File: config.mk
export PLATFORM = sky130hd
export DESIGN_NAME = session_key_validity_table
export DESIGN_NICKNAME = d
export VERILOG_FILES = /design/src/rtl/skvt_pkg.sv /design/src/rtl/skvt_slot_table.sv /design/src/rtl/skvt_eval.sv /design/src/rtl/session_key_validity_table.sv
export VERILOG_INCLUDE_DIRS = /design/src /design/src/rtl
export SDC_FILE = /design/constraint.sdc
export NUM_CORES = 2
export LEC_CHECK = 0
export ABC_AREA = 1
export BUFFER_PORTS_ARGS = -buffer_cell sky130_fd_sc_hd__buf_2
export CORE_MARGIN = 2
export CORE_UTILIZATION = 40
export CTS_CLUSTER_SIZE = 40
export DETAILED_ROUTE_END_ITERATION = 8
export SLEW_MARGIN = 20
export SYNTH_ARGS = -nofsm -noshare
export SYNTH_HDL_FRONTEND = slang
export SYNTH_SLANG_ARGS = --single-unit
export TNS_END_PERCENT = 50
File: constraint.sdc
create_clock -name clock -period 11.25 [get_ports clock]
set_input_delay 1.125 -clock clock [delete_from_list [all_inputs] [get_ports clock]]
set_output_delay 1.125 -clock clock [all_outputs]
set_load 0.1 [all_outputs]
File: src/rtl/session_key_validity_table_defines.svh
// ----------------------------------------------------------------------------
// Session key validity table: assertion macros
// Shared helpers for concurrent checks, clocked on clock, off during reset.
// ----------------------------------------------------------------------------
`ifndef SESSION_KEY_VALIDITY_TABLE_DEFINES_SVH
`define SESSION_KEY_VALIDITY_TABLE_DEFINES_SVH

// Same-cycle implication.
`define SKVT_ASSERT_IMP(label, ante, cons) \
   label: assert property (@(posedge clock) disable iff (reset) (ante) |-> (cons)) \
      else $error("%m: check failed");

// Next-cycle implication.
`define SKVT_ASSERT_NXT(label, ante, cons) \
   label: assert property (@(posedge clock) disable iff (reset) (ante) |=> (cons)) \
      else $error("%m: check failed");

`endif

File: src/rtl/skvt_pkg.sv
// ----------------------------------------------------------------------------
// Session key validity table package
// Payload types, command and status codes, register indexes.
// ----------------------------------------------------------------------------
package skvt_pkg;

   localparam int TIME_BITS      = 48;
   localparam int USER_BITS      = 16;
   localparam int COUNT_BITS     = 16;
   localparam int CSR_INDEX_BITS = 1;
   localparam int CSR_DATA_BITS  = 32;
   localparam int SLOTS_DEFAULT  = 16;

   localparam logic [31:0]         KEY_DURATION_RESET  = 32'd900000;
   localparam logic [15:0]         MAX_USE_COUNT_RESET = 16'd1000;
   localparam logic [COUNT_BITS-1:0] COUNT_MAX         = '1;

   localparam logic [CSR_INDEX_BITS-1:0] REG_KEY_DURATION  = 1'b0;
   localparam logic [CSR_INDEX_BITS-1:0] REG_MAX_USE_COUNT = 1'b1;

   typedef enum logic [1:0] {
      CMD_SET_KEYS   = 2'd0,
      CMD_GET_STATUS = 2'd1,
      CMD_GET_KEY    = 2'd2,
      CMD_INCREMENT  = 2'd3
   } cmd_type;

   typedef enum logic [1:0] {
      ST_OK         = 2'd0,
      ST_COMM_FAIL  = 2'd1,
      ST_NOT_INIT   = 2'd2,
      ST_TABLE_FULL = 2'd3
   } status_type;

   typedef struct packed {
      cmd_type                command;
      logic [USER_BITS-1:0]   user_number;
      logic [TIME_BITS-1:0]   now_time;
   } req_type;

   typedef struct packed {
      status_type  key_status;
      logic [3:0]  slot_index;
      logic        key_available;
   } rsp_type;

   // Contents of the slot matched by the current user, plus search flags.
   typedef struct packed {
      logic                  hit;
      logic                  free_found;
      logic                  failed;
      logic [COUNT_BITS-1:0] use_count;
      logic [TIME_BITS-1:0]  expiry;
   } lookup_type;

   // Slot update; claim marks a new slot used for the request's user.
   typedef struct packed {
      logic                  we;
      logic                  claim;
      logic                  failed;
      logic [COUNT_BITS-1:0] use_count;
      logic [TIME_BITS-1:0]  expiry;
   } slot_wr_type;

endpackage

File: src/rtl/skvt_slot_table.sv
// ----------------------------------------------------------------------------
// Slot table
// Per-slot storage with parallel user match, free-slot search and update.
// ----------------------------------------------------------------------------
`include "session_key_validity_table_defines.svh"

module skvt_slot_table #(
   parameter int SLOTS    = skvt_pkg::SLOTS_DEFAULT,
   parameter int IDX_BITS = (SLOTS > 1) ? $clog2(SLOTS) : 1
) (
   input  logic                             clock,
   input  logic                             reset,
   input  logic [skvt_pkg::USER_BITS-1:0]   lookup_user,
   input  skvt_pkg::slot_wr_type            wr,
   input  logic [IDX_BITS-1:0]              wr_idx,
   output skvt_pkg::lookup_type             lookup,
   output logic [IDX_BITS-1:0]              hit_idx,
   output logic [IDX_BITS-1:0]              free_idx
);

   logic                                used_ff   [SLOTS];
   logic [skvt_pkg::USER_BITS-1:0]      user_ff   [SLOTS];
   logic                                failed_ff [SLOTS];
   logic [skvt_pkg::COUNT_BITS-1:0]     count_ff  [SLOTS];
   logic [skvt_pkg::TIME_BITS-1:0]      expiry_ff [SLOTS];

   logic [SLOTS-1:0] hit_vec;

   // A user sits in at most one slot, so the hit index and fields are AND-OR.
   always_comb begin
      hit_idx          = '0;
      free_idx         = '0;
      lookup.hit       = 1'b0;
      lookup.free_found = 1'b0;
      lookup.failed    = 1'b0;
      lookup.use_count = '0;
      lookup.expiry    = '0;
      for (int i = 0; i < SLOTS; i++) begin
         hit_vec[i] = used_ff[i] && (user_ff[i] == lookup_user);
         if (hit_vec[i]) begin
            hit_idx          = hit_idx | IDX_BITS'(i);
            lookup.failed    = lookup.failed | failed_ff[i];
            lookup.use_count = lookup.use_count | count_ff[i];
            lookup.expiry    = lookup.expiry | expiry_ff[i];
         end
      end
      lookup.hit = |hit_vec;
      // lowest free slot wins
      for (int i = SLOTS - 1; i >= 0; i--) begin
         if (!used_ff[i]) begin
            free_idx          = IDX_BITS'(i);
            lookup.free_found = 1'b1;
         end
      end
   end

   always_ff @(posedge clock) begin
      for (int i = 0; i < SLOTS; i++) begin
         if (reset) begin
            used_ff[i] <= 1'b0;
         end else if (wr.we && wr.claim && (wr_idx == IDX_BITS'(i))) begin
            used_ff[i] <= 1'b1;
         end
      end
   end

   always_ff @(posedge clock) begin
      for (int i = 0; i < SLOTS; i++) begin
         if (wr.we && (wr_idx == IDX_BITS'(i))) begin
            if (wr.claim) begin
               user_ff[i] <= lookup_user;
            end
            failed_ff[i] <= wr.failed;
            count_ff[i]  <= wr.use_count;
            expiry_ff[i] <= wr.expiry;
         end
      end
   end

   `SKVT_ASSERT_IMP(a_single_match, 1'b1, $onehot0(hit_vec))
   `SKVT_ASSERT_IMP(a_claim_free, wr.we && wr.claim, !lookup.hit && lookup.free_found)
   `SKVT_ASSERT_NXT(a_claim_sets_used, wr.we && wr.claim, used_ff[$past(wr_idx)])

endmodule

File: src/rtl/skvt_eval.sv
// ----------------------------------------------------------------------------
// Command evaluation
// Status decision and slot update for one request, purely combinational.
// ----------------------------------------------------------------------------
module skvt_eval #(
   parameter int IDX_BITS = 4
) (
   input  skvt_pkg::req_type                 req,
   input  skvt_pkg::lookup_type              lookup,
   input  logic [IDX_BITS-1:0]               hit_idx,
   input  logic [IDX_BITS-1:0]               free_idx,
   input  logic [31:0]                       key_duration,
   input  logic [15:0]                       max_use_count,
   output skvt_pkg::rsp_type                 rsp,
   output skvt_pkg::slot_wr_type             wr,
   output logic [IDX_BITS-1:0]               wr_idx
);

   localparam int SUM_BITS = skvt_pkg::TIME_BITS + 1;

   logic [SUM_BITS-1:0]                sum;
   logic [skvt_pkg::TIME_BITS-1:0]     expiry_new;
   logic                               expired;
   logic [skvt_pkg::COUNT_BITS-1:0]    count_inc;
   logic                               slot_valid;
   logic [IDX_BITS+3:0]                idx_wide;

   always_comb begin
      sum        = SUM_BITS'(req.now_time) + SUM_BITS'(key_duration);
      expiry_new = sum[SUM_BITS-1] ? '1 : sum[skvt_pkg::TIME_BITS-1:0];
      expired    = req.now_time >= lookup.expiry;
      count_inc  = (lookup.use_count == skvt_pkg::COUNT_MAX) ?
                   lookup.use_count : lookup.use_count + 1'b1;

      rsp.key_status    = skvt_pkg::ST_NOT_INIT;
      rsp.key_available = 1'b0;
      slot_valid        = lookup.hit;
      wr_idx            = hit_idx;
      wr.we             = 1'b0;
      wr.claim          = 1'b0;
      wr.failed         = lookup.failed;
      wr.use_count      = lookup.use_count;
      wr.expiry         = lookup.expiry;

      case (req.command) inside
         skvt_pkg::CMD_SET_KEYS: begin
            if (lookup.hit || lookup.free_found) begin
               wr_idx         = lookup.hit ? hit_idx : free_idx;
               slot_valid     = 1'b1;
               wr.we          = 1'b1;
               wr.claim       = !lookup.hit;
               wr.failed      = 1'b0;
               wr.use_count   = '0;
               wr.expiry      = expiry_new;
               rsp.key_status = skvt_pkg::ST_OK;
            end else begin
               rsp.key_status = skvt_pkg::ST_TABLE_FULL;
            end
         end
         skvt_pkg::CMD_GET_STATUS, skvt_pkg::CMD_GET_KEY: begin
            if (lookup.hit) begin
               if (lookup.failed || expired) begin
                  rsp.key_status = skvt_pkg::ST_COMM_FAIL;
               end else begin
                  rsp.key_status    = skvt_pkg::ST_OK;
                  rsp.key_available = (req.command == skvt_pkg::CMD_GET_KEY);
               end
            end
         end
         default: begin
            // increment: latch failure on expiry or on reaching the limit
            if (lookup.hit) begin
               if (lookup.failed) begin
                  rsp.key_status = skvt_pkg::ST_COMM_FAIL;
               end else if (expired) begin
                  wr.we          = 1'b1;
                  wr.failed      = 1'b1;
                  rsp.key_status = skvt_pkg::ST_COMM_FAIL;
               end else begin
                  wr.we        = 1'b1;
                  wr.use_count = count_inc;
                  wr.failed    = count_inc >= max_use_count;
                  rsp.key_status = wr.failed ? skvt_pkg::ST_COMM_FAIL : skvt_pkg::ST_OK;
               end
            end
         end
      endcase

      idx_wide       = {4'b0000, wr_idx};
      rsp.slot_index = slot_valid ? idx_wide[3:0] : 4'b0000;
   end

endmodule

File: src/rtl/session_key_validity_table.sv
// ----------------------------------------------------------------------------
// Session key validity table
// Per-user session key slots: set, query, and count-and-expire checks.
// ----------------------------------------------------------------------------
//
//   channel  ports                          direction  transfer when
//   req      req_valid/req_ready/req_payload  in       req_valid & req_ready
//   rsp      rsp_valid/rsp_ready/rsp_payload  out      rsp_valid & rsp_ready
//   csr      csr_write_en/csr_index/csr_wdata in       csr_write_en
//
// One request per cycle sustained while rsp_ready holds high; a request
// passes through the request register, then the response register.
// Match, status compare and expiry add settle between those registers, and
// the slot update lands as rsp_ff loads, so the next request sees it.
// Synchronous reset empties every slot and restores the register defaults.
// A stalled response holds; req_ready drops while the request register is full and cannot advance.
//
`include "session_key_validity_table_defines.svh"

module session_key_validity_table #(
   parameter int SLOTS = skvt_pkg::SLOTS_DEFAULT
) (
   input  logic                                  clock,
   input  logic                                  reset,
   // request channel
   input  logic                                  req_valid,
   output logic                                  req_ready,
   input  skvt_pkg::req_type                     req_payload,
   // response channel
   output logic                                  rsp_valid,
   input  logic                                  rsp_ready,
   output skvt_pkg::rsp_type                     rsp_payload,
   // register writes
   input  logic                                  csr_write_en,
   input  logic [skvt_pkg::CSR_INDEX_BITS-1:0]   csr_index,
   input  logic [skvt_pkg::CSR_DATA_BITS-1:0]    csr_wdata
);

   localparam int IDX_BITS = (SLOTS > 1) ? $clog2(SLOTS) : 1;

   // request stage
   logic                     req_valid_ff;
   skvt_pkg::req_type        req_ff;
   // response stage
   logic                     rsp_valid_ff;
   skvt_pkg::rsp_type        rsp_ff;
   // configuration
   logic [31:0]              key_duration_ff;
   logic [15:0]              max_use_count_ff;

   logic                     advance;
   skvt_pkg::lookup_type     lookup;
   logic [IDX_BITS-1:0]      hit_idx;
   logic [IDX_BITS-1:0]      free_idx;
   skvt_pkg::rsp_type        rsp_in;
   skvt_pkg::slot_wr_type    eval_wr;
   skvt_pkg::slot_wr_type    table_wr;
   logic [IDX_BITS-1:0]      wr_idx;
   logic                     rsp_is_ok;
   logic                     rsp_is_full;

   // The held request moves on whenever the response register is free or
   // being drained this cycle.
   assign advance   = req_valid_ff && (!rsp_valid_ff || rsp_ready);
   assign req_ready = !req_valid_ff || advance;

   assign rsp_valid   = rsp_valid_ff;
   assign rsp_payload = rsp_ff;

   // Slot writes only commit when the request actually completes.
   always_comb begin
      table_wr    = eval_wr;
      table_wr.we = eval_wr.we && advance;
   end

   skvt_slot_table #(
      .SLOTS    (SLOTS),
      .IDX_BITS (IDX_BITS)
   ) u_table (
      .clock       (clock),
      .reset       (reset),
      .lookup_user (req_ff.user_number),
      .wr          (table_wr),
      .wr_idx      (wr_idx),
      .lookup      (lookup),
      .hit_idx     (hit_idx),
      .free_idx    (free_idx)
   );

   skvt_eval #(
      .IDX_BITS (IDX_BITS)
   ) u_eval (
      .req           (req_ff),
      .lookup        (lookup),
      .hit_idx       (hit_idx),
      .free_idx      (free_idx),
      .key_duration  (key_duration_ff),
      .max_use_count (max_use_count_ff),
      .rsp           (rsp_in),
      .wr            (eval_wr),
      .wr_idx        (wr_idx)
   );

   // Request register.
   always_ff @(posedge clock) begin
      if (reset) begin
         req_valid_ff <= 1'b0;
      end else if (req_ready) begin
         req_valid_ff <= req_valid;
      end
   end

   always_ff @(posedge clock) begin
      if (req_valid && req_ready) begin
         req_ff <= req_payload;
      end
   end

   // Response register.
   always_ff @(posedge clock) begin
      if (reset) begin
         rsp_valid_ff <= 1'b0;
      end else if (advance) begin
         rsp_valid_ff <= 1'b1;
      end else if (rsp_ready) begin
         rsp_valid_ff <= 1'b0;
      end
   end

   always_ff @(posedge clock) begin
      if (advance) begin
         rsp_ff <= rsp_in;
      end
   end

   // Configuration registers; the user must write them only while idle, the block itself does not enforce it.
   always_ff @(posedge clock) begin
      if (reset) begin
         key_duration_ff  <= skvt_pkg::KEY_DURATION_RESET;
         max_use_count_ff <= skvt_pkg::MAX_USE_COUNT_RESET;
      end else if (csr_write_en) begin
         unique case (csr_index)
            skvt_pkg::REG_KEY_DURATION:  key_duration_ff  <= csr_wdata;
            skvt_pkg::REG_MAX_USE_COUNT: max_use_count_ff <= csr_wdata[15:0];
         endcase
      end
   end

   assign rsp_is_ok   = (rsp_payload.key_status == skvt_pkg::ST_OK);
   assign rsp_is_full = (rsp_payload.key_status == skvt_pkg::ST_TABLE_FULL);

   `SKVT_ASSERT_NXT(a_advance_gives_rsp, advance, rsp_valid)
   `SKVT_ASSERT_IMP(a_avail_only_ok, rsp_valid && rsp_payload.key_available, rsp_is_ok)
   `SKVT_ASSERT_IMP(a_full_no_slot, rsp_valid && rsp_is_full, rsp_payload.slot_index == 4'b0000)

endmodule
==> flow_metrics.py <==
metrics = {
    "sta": {
        "fmax_mhz": 126.3,
        "max_slew_margin_pct": 20.88,
        "rsz0062_at_grt": "no",
        "drv_slew": 0,
        "hold_violations": 0,
        "tns_ps": 0,
        "fin_crit_sh_pct": 70.36,
        "fin_crit_ps": 7916,
        "setup_viol": 0,
        "worst_slew_pin_slew_ps": 1179,
        "fin_skew_ps": 24.70,
    },
    "setup_path": {
        "crit_arrival_ps": 8340,
        "critical_path.max_fanout": 33,
        "critPathRequiredTime_ps": 11670,
        "criticalPathCategory": "reg -> reg",
        "worstSetupEndpointType": "flop",
        "critPathMaxStageDelay_ps": 960,
        "crit_path_top_delay_cell": "inv_2",
        "cpMostUsedCell": "nand2_1",
        "critPathLaunchType": "flop",
    },
    "logic_synthesis": {
        "synth_seq_cells": 1435,
        "ys.flop_type": "edfxtp_1",
        "synth_xor_area_share_pct": 1.244,
        "synth_area_mm2": 0.06194,
        "synth_top_area_share_pct": 67.10,
        "syn-instance-count": 5298,
        "async_reset_ff_share_pct": 0,
        "synth-edff-count": 1384,
        "synth.net_count": 5502,
        "synth.area.mux_share_pct": 0,
        "synth_area_leaders": "edfxtp_1, nand2_1, inv_1",
        "synth_adder_area_share_pct": 2.032,
        "synthDistinctLibCells": 60,
        "yosys.area_share.simple_pct": 14.69,
        "synth.avg_cell_area_um2": 11.69,
        "yosysSeqAreaShare_pct": 68.74,
        "synth_top_family_by_area": "simple AND/OR/NAND/NOR gates",
        "ys_warn_count": 0,
        "yosysTopAreaCell": "edfxtp_1",
        "synth_compound_area_share_pct": 7.755,
    },
    "grt": {
        "grt_max_degree": 53,
        "antenna_found_initial": 3,
        "grt_pass1_vias": 40450,
        "grt_pass1_wl_um": 281400,
        "overflow": 0,
        "grtUsageTotal_pct": 24.53,
    },
    "floorplanning": {
        "die_w_um": 397.5,
        "num_io_pins": 113,
        "core-area_mm2": 0.1539,
        "dieArea_mm2": 0.1580,
        "start_util_pct": 40.26,
        "core.rowCount": 144,
        "fp.dieH_um": 397.5,
    },
    "clock_network": {
        "cts_buffers": 146,
        "cts-htree-levels": 4,
        "cts_tree": "done",
        "insertion_delay_ps": 800,
        "cts_setup_buffers": 0,
        "cts-root-buf": "clkbuf_16",
        "cts_buffer_depth": 3,
        "cts_sinks": 1435,
        "postCtsResizedCells": 0,
        "cts.clk_slew.worst_paths_ps": 60,
        "cts_hold_buf": 0,
    },
    "cells_and_area": {
        "final_common_cell": "edfxtp_1",
        "finalNetCount": 5690,
        "layout-drive-gt1-share_pct": 10.63,
        "area_growth_pct": 13.21,
        "fin_cells": 7651,
        "final_cell_mix": "edfxtp_1, nand2_1, inv_1, o21ai_0, nor2_1",
    },
    "power": {
        "p_leak_nw": 27.15,
        "ir_drop_mv": 0.1589,
        "p_per_area_mw_per_mm2": 162.3,
    },
    "detailed_routing": {
        "drc_errors": 0,
        "wl_per_cell_um": 25.80,
        "route.vias.total": 42730,
        "ant_nets": 0,
        "drt_iter0_drc": 5303,
        "drt_pre_antenna_iters": 6,
        "routed_wl_um": 197400,
        "viasPerCell": 5.584,
    },
    "outcome": {
        "status": "finished clean",
    },
    "run": {
        "maxCapViolCount": 0,
    },
    "hold_path": {
        "hp-class": "reg -> reg",
    },
    "placement": {
        "placed_cells": 7380,
        "io_buffers": 112,
        "gp_congestion": 0.9306,
        "hpwlAfterDp_um": 116100,
    },
}
kinds of logic (layout without fill, tap and decap cells):
logic type / after synthesis / after routing
AO/OA/AOI/OAI: 791 / 791
XOR/XNOR: 88 / 88
adder cells (fa/ha/maj): 100 / 100
buffers and inverters: 851 / 1158
flip-flops: 1435 / 1435
other: 0 / 2
AND/OR/NAND/NOR: 2033 / 2033
synth_stat cells (10+ instances only):
cell         n
a31oi_1     11
buf_2       65
a211oi_1    12
nand2_2     10
nor4_1      89
clkbuf_1    74
nor2_4      14
nor3_1      24
o21ai_0    384
buf_4       18
xor2_1      60
or2_1       10
nor2_2      24
o211ai_1    18
edfxtp_1  1384
inv_2       32
nand3_2     11
ha_1        99
buf_6       11
a21oi_1     95
dfxtp_1     51
and2_1      41
o21ai_1     50
a22o_1     157
buf_1       21
o22ai_1     28
nand2_1   1106
inv_1      623
xnor2_1     28
nand4_1    220
nor2_1     347
nand3_1    103
stage by stage:
stage               power, mW  instance area (um^2)  worst slack (ps)  util, %  hold slack (ps)
floorplan               6.307                 61940              1894        -            432.9
global placement        6.495                 65170              3333    42.35            445.9
detailed placement      6.502                 65180              3412    42.36            455.9
CTS                     11.43                 70070              3423    45.54            453.2
global route            11.66                 70120              2873    45.57            474.3
finish                  11.38                 70120              3334    45.57            470.0
critical path: cells and delay by family, from the launching register on:
kind                     cells  cell delay (ps)
AO/OA/AOI/OAI                3              950
adder cells (fa/ha/maj)      1              300
buffers and inverters        5             2440
flip-flops                   1              920
AND/OR/NAND/NOR             26             2850
metal layers:
layer	GRT usage, %	part of all wire [%]
met5	0	0
met4	8.049	3.1
met3	4.587	9.4
met2	39.69	47
met1	33.34	41
state kept, by name, indices dropped and copies added, names as in the netlist:
register / flops
req_ff: 66
max_use_count_ff: 16
u_table.failed_ff: 16
u_table.used_ff: 16
rsp_valid: 1
key_duration_ff: 32
u_table.expiry_ff: 768
req_valid_ff: 1
u_table.count_ff: 256
u_table.user_ff: 256
rsp_payload: 7
cell type report:
| cell class | count | area, um^2 |
|---|---|---|
| fill | 13930 | 83750 |
| sequential | 1435 | 42580 |
| antenna | 2 | 5.005 |
| clock buffer | 182 | 3901 |
| tap | 2044 | 2557 |
| timing repair buffer | 229 | 1461 |
| multi-input combinational | 3012 | 16120 |
| inverter | 662 | 2496 |
| clock inverter | 85 | 996.0 |
worst paths after layout:
path,startpoint,end,slack (ps),depth (start not counted)
setup / recovery,req_ff[61],u_table.count_ff[14][2],3330,35
hold / removal,key_duration_ff[15],key_duration_ff[15],470,2
setup reg to reg,req_ff[61],u_table.count_ff[14][2],3330,35
hold reg to reg,key_duration_ff[15],key_duration_ff[15],470,2
report_power, final:
part / internal [mW] / total (mW) / leakage (nW) / switching [mW]
Clock: 2.86 / 4.98 / 2.39 / 2.12
Sequential: 5.89 / 5.92 / 13.7 / 0.0332
Combinational: 0.123 / 0.478 / 11.0 / 0.355
Total: 8.87 / 11.4 / 27.2 / 2.51
Power figures use the tool's default switching activity.
